==> src/design/sfcu_pkg.sv <==
// Shared types and constants for the serial flow-control unit.
package sfcu_pkg;

  // Receive buffer depth used by the stop threshold
  localparam int BUF_DEPTH = 4096;

  // Field widths
  localparam int LEVEL_W = 13;
  localparam int KIND_W  = 3;
  localparam int HOLD_W  = 5;
  localparam int PEER_W  = 3;
  localparam int FC_W    = 2;
  localparam int CFG_IDX_W  = 3;
  localparam int CFG_DATA_W = 13;

  // Stop threshold compare width: holds fill + xoff_limit and BUF_DEPTH
  localparam int CMP_W = $clog2(BUF_DEPTH + (2 ** (LEVEL_W + 1))) + 1;

  // Event kinds
  localparam logic [KIND_W-1:0] KIND_LEVEL     = 3'd0;
  localparam logic [KIND_W-1:0] KIND_MODEM     = 3'd1;
  localparam logic [KIND_W-1:0] KIND_FLOW_RX   = 3'd2;
  localparam logic [KIND_W-1:0] KIND_BREAK     = 3'd3;
  localparam logic [KIND_W-1:0] KIND_TX_ACT    = 3'd4;
  localparam logic [KIND_W-1:0] KIND_FLOW_SENT = 3'd5;

  // Register indexes
  localparam logic [CFG_IDX_W-1:0] REG_RTS_MODE      = 3'd0;
  localparam logic [CFG_IDX_W-1:0] REG_DTR_MODE      = 3'd1;
  localparam logic [CFG_IDX_W-1:0] REG_AUTO_RECEIVE  = 3'd2;
  localparam logic [CFG_IDX_W-1:0] REG_XOFF_CONTINUE = 3'd3;
  localparam logic [CFG_IDX_W-1:0] REG_AUTO_TRANSMIT = 3'd4;
  localparam logic [CFG_IDX_W-1:0] REG_OUT_HS_MASK   = 3'd5;
  localparam logic [CFG_IDX_W-1:0] REG_XON_LIMIT     = 3'd6;
  localparam logic [CFG_IDX_W-1:0] REG_XOFF_LIMIT    = 3'd7;

  // Line modes
  localparam logic [1:0] MODE_OFF       = 2'd0;
  localparam logic [1:0] MODE_ON        = 2'd1;
  localparam logic [1:0] MODE_HANDSHAKE = 2'd2;
  localparam logic [1:0] MODE_TOGGLE    = 2'd3;

  // Flow character codes
  localparam logic [FC_W-1:0] FC_NONE = 2'd0;
  localparam logic [FC_W-1:0] FC_XON  = 2'd1;
  localparam logic [FC_W-1:0] FC_XOFF = 2'd2;

  // Transmit hold bits
  localparam int H_CTS = 0;
  localparam int H_DSR = 1;
  localparam int H_DCD = 2;
  localparam int H_XON = 3;
  localparam int H_BRK = 4;

  // Peer hold bits
  localparam int P_RTS  = 0;
  localparam int P_DTR  = 1;
  localparam int P_XOFF = 2;

  typedef struct packed {
    logic [1:0]            rts_mode;
    logic [1:0]            dtr_mode;
    logic                  auto_receive;
    logic                  xoff_continue;
    logic                  auto_transmit;
    logic [2:0]            out_handshake_mask;
    logic [LEVEL_W-1:0]    xon_limit;
    logic [LEVEL_W-1:0]    xoff_limit;
  } cfg_t;

  typedef struct packed {
    logic [KIND_W-1:0]  kind;
    logic [LEVEL_W-1:0] fill_level;
    logic               space_freed;
    logic               cts_in;
    logic               dsr_in;
    logic               dcd_in;
    logic               flow_char_is_xon;
    logic               break_request;
    logic               write_pending;
  } event_t;

  typedef struct packed {
    logic [HOLD_W-1:0] tx_hold;
    logic [PEER_W-1:0] peer_hold;
    logic [FC_W-1:0]   pending_flow_char;
    logic              rts_reg;
    logic              dtr_reg;
  } state_t;

  typedef struct packed {
    logic              rts_level;
    logic              rts_changed;
    logic              dtr_level;
    logic              dtr_changed;
    logic [FC_W-1:0]   flow_char_request;
    logic [HOLD_W-1:0] tx_hold_flags;
    logic [PEER_W-1:0] peer_hold_flags;
    logic              try_write;
    logic              break_active;
  } result_t;

endpackage

==> src/design/sfcu_event.sv <==
// Next-state and result logic for one flow-control event.
module sfcu_event (
  input  sfcu_pkg::cfg_t    cfg,
  input  sfcu_pkg::state_t  cur,
  input  sfcu_pkg::event_t  ev,
  output sfcu_pkg::state_t  nxt,
  output sfcu_pkg::result_t res
);
  import sfcu_pkg::*;

  logic                try_w;
  logic                rts_chg;
  logic                dtr_chg;
  logic [HOLD_W-1:0]   nh;
  logic [HOLD_W-1:0]   hold_nobrk;
  logic [CMP_W-1:0]    stop_sum;
  logic                stop_hit;
  logic                release_hit;
  logic                do_toggle;

  // Stop threshold: fill + xoff_limit > depth, no wrap
  assign stop_sum = CMP_W'(ev.fill_level) + CMP_W'(cfg.xoff_limit);
  assign stop_hit = !ev.space_freed && (stop_sum > CMP_W'(BUF_DEPTH));
  assign release_hit = ev.space_freed && (ev.fill_level <= cfg.xon_limit);

  // Modem hold recompute
  always_comb begin
    nh = cur.tx_hold;
    nh[H_CTS] = cfg.out_handshake_mask[0] && !ev.cts_in;
    nh[H_DSR] = cfg.out_handshake_mask[1] && !ev.dsr_in;
    nh[H_DCD] = cfg.out_handshake_mask[2] && !ev.dcd_in;
  end

  assign hold_nobrk = {1'b0, cur.tx_hold[H_BRK-1:0]};

  // Event dispatch
  always_comb begin
    nxt       = cur;
    try_w     = 1'b0;
    rts_chg   = 1'b0;
    dtr_chg   = 1'b0;
    do_toggle = 1'b0;
    case (ev.kind)
      KIND_LEVEL: begin
        if (cur.peer_hold == '0) begin
          if (stop_hit) begin
            if (cfg.rts_mode == MODE_HANDSHAKE) begin
              nxt.peer_hold[P_RTS] = 1'b1;
              nxt.rts_reg = 1'b0;
              rts_chg = 1'b1;
            end
            if (cfg.dtr_mode == MODE_HANDSHAKE) begin
              nxt.peer_hold[P_DTR] = 1'b1;
              nxt.dtr_reg = 1'b0;
              dtr_chg = 1'b1;
            end
            if (cfg.auto_receive) begin
              nxt.peer_hold[P_XOFF] = 1'b1;
              if (!cfg.xoff_continue) begin
                nxt.tx_hold[H_XON] = 1'b1;
              end
              nxt.pending_flow_char = FC_XOFF;
              try_w = 1'b1;
            end
          end
        end else if (release_hit) begin
          if (cfg.rts_mode == MODE_HANDSHAKE) begin
            nxt.peer_hold[P_RTS] = 1'b0;
            nxt.rts_reg = 1'b1;
            rts_chg = 1'b1;
          end
          if (cfg.dtr_mode == MODE_HANDSHAKE) begin
            nxt.peer_hold[P_DTR] = 1'b0;
            nxt.dtr_reg = 1'b1;
            dtr_chg = 1'b1;
          end
          if (cfg.auto_receive) begin
            nxt.peer_hold[P_XOFF] = 1'b0;
            nxt.tx_hold[H_XON] = 1'b0;
            nxt.pending_flow_char = FC_XON;
            try_w = 1'b1;
          end
        end
      end
      KIND_MODEM: begin
        // Retry when the last line hold other than XON goes away
        if (!nh[H_BRK] && nh[H_DCD:H_CTS] == '0 &&
            (cur.tx_hold[H_BRK] || cur.tx_hold[H_DCD:H_CTS] != '0)) begin
          if (cur.pending_flow_char != FC_NONE ||
              (nh == '0 && ev.write_pending)) begin
            try_w = 1'b1;
          end
        end
        nxt.tx_hold = nh;
      end
      KIND_FLOW_RX: begin
        if (cfg.auto_transmit) begin
          if (ev.flow_char_is_xon) begin
            if (cur.tx_hold[H_XON]) begin
              nxt.tx_hold[H_XON] = 1'b0;
              if ((cur.tx_hold & ~(HOLD_W'(1) << H_XON)) == '0 && ev.write_pending) begin
                try_w = 1'b1;
              end
            end
          end else begin
            nxt.tx_hold[H_XON] = 1'b1;
          end
        end
      end
      KIND_BREAK: begin
        if (ev.break_request) begin
          if (!cur.tx_hold[H_BRK]) begin
            nxt.tx_hold[H_BRK] = 1'b1;
            try_w = 1'b1;
          end
        end else if (cur.tx_hold[H_BRK]) begin
          nxt.tx_hold[H_BRK] = 1'b0;
          if ((hold_nobrk[H_DCD:H_CTS] == '0 && cur.pending_flow_char != FC_NONE) ||
              (hold_nobrk == '0 && ev.write_pending)) begin
            try_w = 1'b1;
          end
        end
        do_toggle = 1'b1;
      end
      KIND_TX_ACT: begin
        do_toggle = 1'b1;
      end
      KIND_FLOW_SENT: begin
        nxt.pending_flow_char = FC_NONE;
        do_toggle = 1'b1;
      end
      default: begin
        nxt = cur;
      end
    endcase

    // Transmit-toggle RTS follows activity after the event's updates
    if (do_toggle && cfg.rts_mode == MODE_TOGGLE) begin
      nxt.rts_reg = !nxt.tx_hold[H_BRK] &&
                    (nxt.pending_flow_char != FC_NONE || ev.write_pending);
      rts_chg = 1'b1;
    end
  end

  // Result from the updated state
  always_comb begin
    res.rts_level         = nxt.rts_reg;
    res.rts_changed       = rts_chg;
    res.dtr_level         = nxt.dtr_reg;
    res.dtr_changed       = dtr_chg;
    res.flow_char_request = nxt.pending_flow_char;
    res.tx_hold_flags     = nxt.tx_hold;
    res.peer_hold_flags   = nxt.peer_hold;
    res.try_write         = try_w;
    res.break_active      = nxt.tx_hold[H_BRK];
  end

endmodule

==> src/design/serial_flow_control_unit.sv <==
// UART flow-control unit top level: stream ports, config registers, pipeline.
// Takes one event per request and returns exactly one result per event. An event
// is registered on entry, evaluated against the flag state, and its result is
// placed in the output register; the unit accepts a new event every cycle while
// results are taken, for a throughput of one event per cycle. A stalled result
// holds the entry register, which still takes one further event. Configuration
// writes (index 0..7 in the order rts_mode, dtr_mode, auto_receive, xoff_continue,
// auto_transmit, out_handshake_mask, xon_limit, xoff_limit) take effect at the next
// edge and should be made while no event is in flight.
module serial_flow_control_unit (
  input  logic                          clk,
  input  logic                          rst_n,
  // configuration write port
  input  logic                          cfg_we,
  input  logic [sfcu_pkg::CFG_IDX_W-1:0]  cfg_addr,
  input  logic [sfcu_pkg::CFG_DATA_W-1:0] cfg_wdata,
  // event stream
  input  logic                          in_tvalid,
  output logic                          in_tready,
  // [12:0] fill_level, [13] space_freed, [14] cts_in, [15] dsr_in, [16] dcd_in,
  // [17] flow_char_is_xon, [18] break_request, [19] write_pending, [23:20] zero
  input  logic [23:0]                   in_tdata,
  // [2:0] kind
  input  logic [2:0]                    in_tuser,
  // result stream
  output logic                          out_tvalid,
  input  logic                          out_tready,
  // [0] rts_level, [1] rts_changed, [2] dtr_level, [3] dtr_changed,
  // [5:4] flow_char_request, [10:6] tx_hold_flags, [13:11] peer_hold_flags,
  // [14] try_write, [15] break_active
  output logic [15:0]                   out_tdata
);
  import sfcu_pkg::*;

  cfg_t    cfg_r, cfg_nxt;
  state_t  state_r, state_nxt;
  event_t  ev_r;
  logic    ev_v_r;
  result_t res_r;
  result_t res_nxt;
  logic    out_v_r;
  logic    advance;
  event_t  ev_in;

  // Unpack the incoming request
  always_comb begin
    ev_in.kind             = in_tuser;
    ev_in.fill_level       = in_tdata[12:0];
    ev_in.space_freed      = in_tdata[13];
    ev_in.cts_in           = in_tdata[14];
    ev_in.dsr_in           = in_tdata[15];
    ev_in.dcd_in           = in_tdata[16];
    ev_in.flow_char_is_xon = in_tdata[17];
    ev_in.break_request    = in_tdata[18];
    ev_in.write_pending    = in_tdata[19];
  end

  // Pipeline control
  assign advance   = ev_v_r && (!out_v_r || out_tready);
  assign in_tready = !ev_v_r || advance;

  // Configuration register writes
  always_comb begin
    cfg_nxt = cfg_r;
    if (cfg_we) begin
      case (cfg_addr)
        REG_RTS_MODE:      cfg_nxt.rts_mode = cfg_wdata[1:0];
        REG_DTR_MODE:      cfg_nxt.dtr_mode = cfg_wdata[1:0];
        REG_AUTO_RECEIVE:  cfg_nxt.auto_receive = cfg_wdata[0];
        REG_XOFF_CONTINUE: cfg_nxt.xoff_continue = cfg_wdata[0];
        REG_AUTO_TRANSMIT: cfg_nxt.auto_transmit = cfg_wdata[0];
        REG_OUT_HS_MASK:   cfg_nxt.out_handshake_mask = cfg_wdata[2:0];
        REG_XON_LIMIT:     cfg_nxt.xon_limit = cfg_wdata[LEVEL_W-1:0];
        REG_XOFF_LIMIT:    cfg_nxt.xoff_limit = cfg_wdata[LEVEL_W-1:0];
        default:           cfg_nxt = cfg_r;
      endcase
    end
  end

  // Event evaluation
  sfcu_event u_event (
    .cfg (cfg_r),
    .cur (state_r),
    .ev  (ev_r),
    .nxt (state_nxt),
    .res (res_nxt)
  );

  // Control and state registers
  always_ff @(posedge clk) begin
    if (!rst_n) begin
      cfg_r   <= '0;
      state_r <= '0;
      ev_v_r  <= 1'b0;
      out_v_r <= 1'b0;
    end else begin
      cfg_r <= cfg_nxt;
      if (advance) begin
        state_r <= state_nxt;
      end
      if (in_tready) begin
        ev_v_r <= in_tvalid;
      end
      if (advance) begin
        out_v_r <= 1'b1;
      end else if (out_tready) begin
        out_v_r <= 1'b0;
      end
    end
  end

  // Payload registers
  always_ff @(posedge clk) begin
    if (in_tready && in_tvalid) begin
      ev_r <= ev_in;
    end
    if (advance) begin
      res_r <= res_nxt;
    end
  end

  // Pack the result
  assign out_tvalid = out_v_r;
  assign out_tdata  = {res_r.break_active, res_r.try_write, res_r.peer_hold_flags,
                       res_r.tx_hold_flags, res_r.flow_char_request,
                       res_r.dtr_changed, res_r.dtr_level,
                       res_r.rts_changed, res_r.rts_level};

endmodule

==> config.mk <==
export PLATFORM = sky130hd
export DESIGN_NAME = serial_flow_control_unit
export DESIGN_NICKNAME = d
export VERILOG_FILES = /design/src/design/sfcu_pkg.sv /design/src/design/sfcu_event.sv /design/src/design/serial_flow_control_unit.sv
export SDC_FILE = /design/constraint.sdc
export NUM_CORES = 1
export LEC_CHECK = 0
export ABC_AREA = 1
export BUFFER_PORTS_ARGS = -buffer_cell sky130_fd_sc_hd__buf_2
export CORE_MARGIN = 10
export CORE_UTILIZATION = 40
export CTS_BUF_LIST = sky130_fd_sc_hd__clkbuf_8
export DETAILED_ROUTE_END_ITERATION = 8
export SYNTH_ARGS = -nofsm -noshare
export SYNTH_HDL_FRONTEND = slang
export SYNTH_HIERARCHICAL = 1
export SYNTH_SLANG_ARGS = --single-unit
==> constraint.sdc <==
create_clock -name clk -period 2.6 [get_ports clk]
set_input_delay 0.39 -clock clk [delete_from_list [all_inputs] [get_ports clk]]
set_output_delay 0.39 -clock clk [all_outputs]
set_load 0.03 [all_outputs]
==> flow_summary.ini <==
[cells_and_area]
post_route_cells_drive_above_1_share_pct = 19.1
finish.net_count = 810
num_antenna_cells = 0
finalNonFillerCells = 912
mostFrequentLayoutCells = 151 x sky130_fd_sc_hd__nand2_1, 125 x sky130_fd_sc_hd__nor2_1, 89 x sky130_fd_sc_hd__inv_1, 61 x sky130_fd_sc_hd__buf_2, 50 x sky130_fd_sc_hd__dfxtp_1
syn2layout_area_growth_pct = 13.4
final_common_cell = sky130_fd_sc_hd__nand2_1
num-fill-cells = 1325

[grt]
grt_overflow_total = 0
global_route_wire_length_before_repair_um = 19700
grt_antenna_before_repair = 0
grt_max_degree = 29
vias_in_the_first_global_route = 4064
global_route.usage.total_pct = 13.6

[clock_network]
insertion_delay_ps = 380
clkTransAtPathRegs_ps = 90
cts_buffers = 9
cts.htree.levels = 3
max-clock-path-buffers = 2
cts_num_sinks = 89
tritoncts = yes
clock_tree.root_cell = sky130_fd_sc_hd__clkbuf_8

[drt]
routed_via_density = 4.70
postRouteWirelength_um = 11800
detail_routed_net_length_per_standard_cell_um = 12.9
first_iter_violations = 327
via_count = 4285
drt_drc_violations_left = 0
detail-route-antenna-nets = 0
initial_drt_pass_iterations = 5

[timing]
final_period_minus_worst_setup_slack_ps = 2670
worst_slew_margin_pct = 30.0
final-hold-violation-count = 0
final.setup.tns_ps = -195
final_slew_violations = 0
final.setup.worst_slack_ps = -72.1
worst_slew_pin_slew_ps = 1050
finalSetupViolations = 4
achievable-frequency_ghz = 0.374
rsz0062_at_grt = yes
timing.final.crit_share_pct = 103
worst_clk_skew_ps = 15.4

[place]
detailedPlacementHpwl_um = 9100
port_buffers = 61
gp_congestion = 0.907
post-place-cells = 891

[synthesis]
synth_mux_area_share_pct = 0
postSynthRegisterBits = 89
synthesis.nets = 753
yosys_warnings = 6
post_synth_xor_area_fraction_pct = 0
combinational_family_with_the_most_area_after_synthesis = simple AND/OR/NAND/NOR gates
syn-instance-count = 678
synth-compound-area-share_pct = 5.37
synth_cell_types = 39
synth_fa_ha_area_share_pct = 6.80
synth.yosys.seq_area_share_pct = 42.8
synth.cell_area_sq_um = 5080
post_synth.cell_area_avg_sq_um = 7.49
synth_simple_gate_area_share_pct = 34.0

[status]
violated_checks = negative setup slack
outcome = complete, but fails checks

[setup_path]
arrival_ps = 2960
critical_path_required_ps = 2890
critical_path.n_buffers_inverters = 1
critPathMaxFanout = 3
r2r_setup_slack_ps = -70
setup.worst_path.class = register to register
setup.worst_path.end_class = register
critical-path-max-stage-delay_ps = 510
critical_path.cell_chain = ha_2, inv_2, fa_2, nand2_1, a21oi_1, nand3_1, nor2_1, nand3_1, nor2_2, nand3_2, nand4_1, nand3_1, o21bai_1, nand2_1, nand3b_1, nand2_1, nor2_1
startpoint_type = register
critPathSlowestCell = sky130_fd_sc_hd__fa_2
cpLargestDelayFamily = simple AND/OR/NAND/NOR gates

[power]
peakVddDrop_mv = 0.213
leakagePower_uw = 0.00270
power_density_nw_per_um2 = 520

[run]
max-cap-violations = 0

[floorplan]
initial_standard_cell_utilization_of_the_core_pct = 40.6
core_area_sq_um = 12500
floorplan.rows = 41
ios = 66
die_width_um = 133
fp.dieArea_sq_um = 17600
die_h_um = 133

[min_path]
worstHoldPathType = input port to register
stage by stage:
step	setup WS (ps)	total power, uW	util [%]	hold WS (ps)	area [sq um]
6_report	-72.1	2990	46.0	177	5760
2_1_floorplan	153	1960	-	452	5080
3_3_place_gp	-104	2070	43.7	466	5470
3_5_place_dp	-203	2080	43.7	473	5470
4_1_cts	-101	3020	45.5	153	5700
5_1_grt	-294	3160	46.0	161	5760
worst paths after layout:
kind,start,end,cells after the start
max,ev_r[7],state_r[1],17
min reg2reg,cfg_r[19],cfg_r[19],2
min,in_tuser[1],ev_r[21],1
max reg2reg,ev_r[7],state_r[1],17
state kept, by name, indices dropped and copies added, names as in the netlist:
register    cells
cfg_r          36
out_tvalid      1
ev_v_r          1
ev_r           23
out_tdata      16
state_r        12
cell families (layout without fill, tap and decap cells):
family / count (synthesis) / count (layout)
flops: 89 / 89
buf+inv: 125 / 187
fa+ha+maj: 27 / 27
simple gates: 392 / 392
compound gates: 45 / 45
layout make-up:
class | count | area [sq um] | area share [%]
timing repair buffer | 75 | 418 | 7.26
inverter | 96 | 360 | 6.26
tap | 172 | 215 | 3.74
clock buffer | 11 | 151 | 2.63
multi-input combinational | 464 | 2400 | 41.7
clock inverter | 5 | 37.5 | 0.652
sequential | 89 | 2170 | 37.7
synthesized netlist by cell type (all sizes together):
| master | n | area, sq um |
|---|---|---|
| inv | 96 | 360 |
| o31ai | 1 | 7.51 |
| nor3 | 11 | 60.1 |
| nand3b | 16 | 120 |
| nand2 | 170 | 673 |
| a32oi | 1 | 8.76 |
| nor2 | 134 | 547 |
| nor4 | 1 | 6.26 |
| o21ai | 14 | 77.6 |
| or2 | 1 | 6.26 |
| fa | 1 | 20.0 |
| and2 | 2 | 12.5 |
| edfxtp | 39 | 1170 |
| a31oi | 1 | 6.26 |
| dfxtp | 50 | 1000 |
| nand4 | 10 | 62.6 |
| ha | 26 | 325 |
| o311ai | 1 | 8.76 |
| o21bai | 3 | 22.5 |
| o211ai | 2 | 15.0 |
| a21o | 2 | 15.0 |
| a21oi | 20 | 111 |
| buf | 26 | 188 |
| clkbuf | 3 | 11.3 |
| nand3 | 47 | 240 |
power by group:
part	internal (uW)	switching (uW)
Clock	404	515
Combinational	180	313
Sequential	1530	47.0
routing by layer:
| layer | part of all wire, % | vias to the layer above | global-route usage (%) |
|---|---|---|---|
| met5 | 0 | - | 0 |
| met4 | 1.3 | 0 | 4.83 |
| met3 | 5.0 | 10 | 3.26 |
| met2 | 42 | 89 | 19.7 |
| met1 | 51 | 1924 | 19.0 |
| li1 | - | 2262 | - |
what timing repair did:
action                     CTS  global route
buffers inserted             3             4
pin swaps                   15            20
hold buffers                 0             0
setup endpoints to repair   11            15
gates resized for setup     11            11
hold endpoints to repair     0             0
Note: power is estimated with default switching activity, not from simulation.
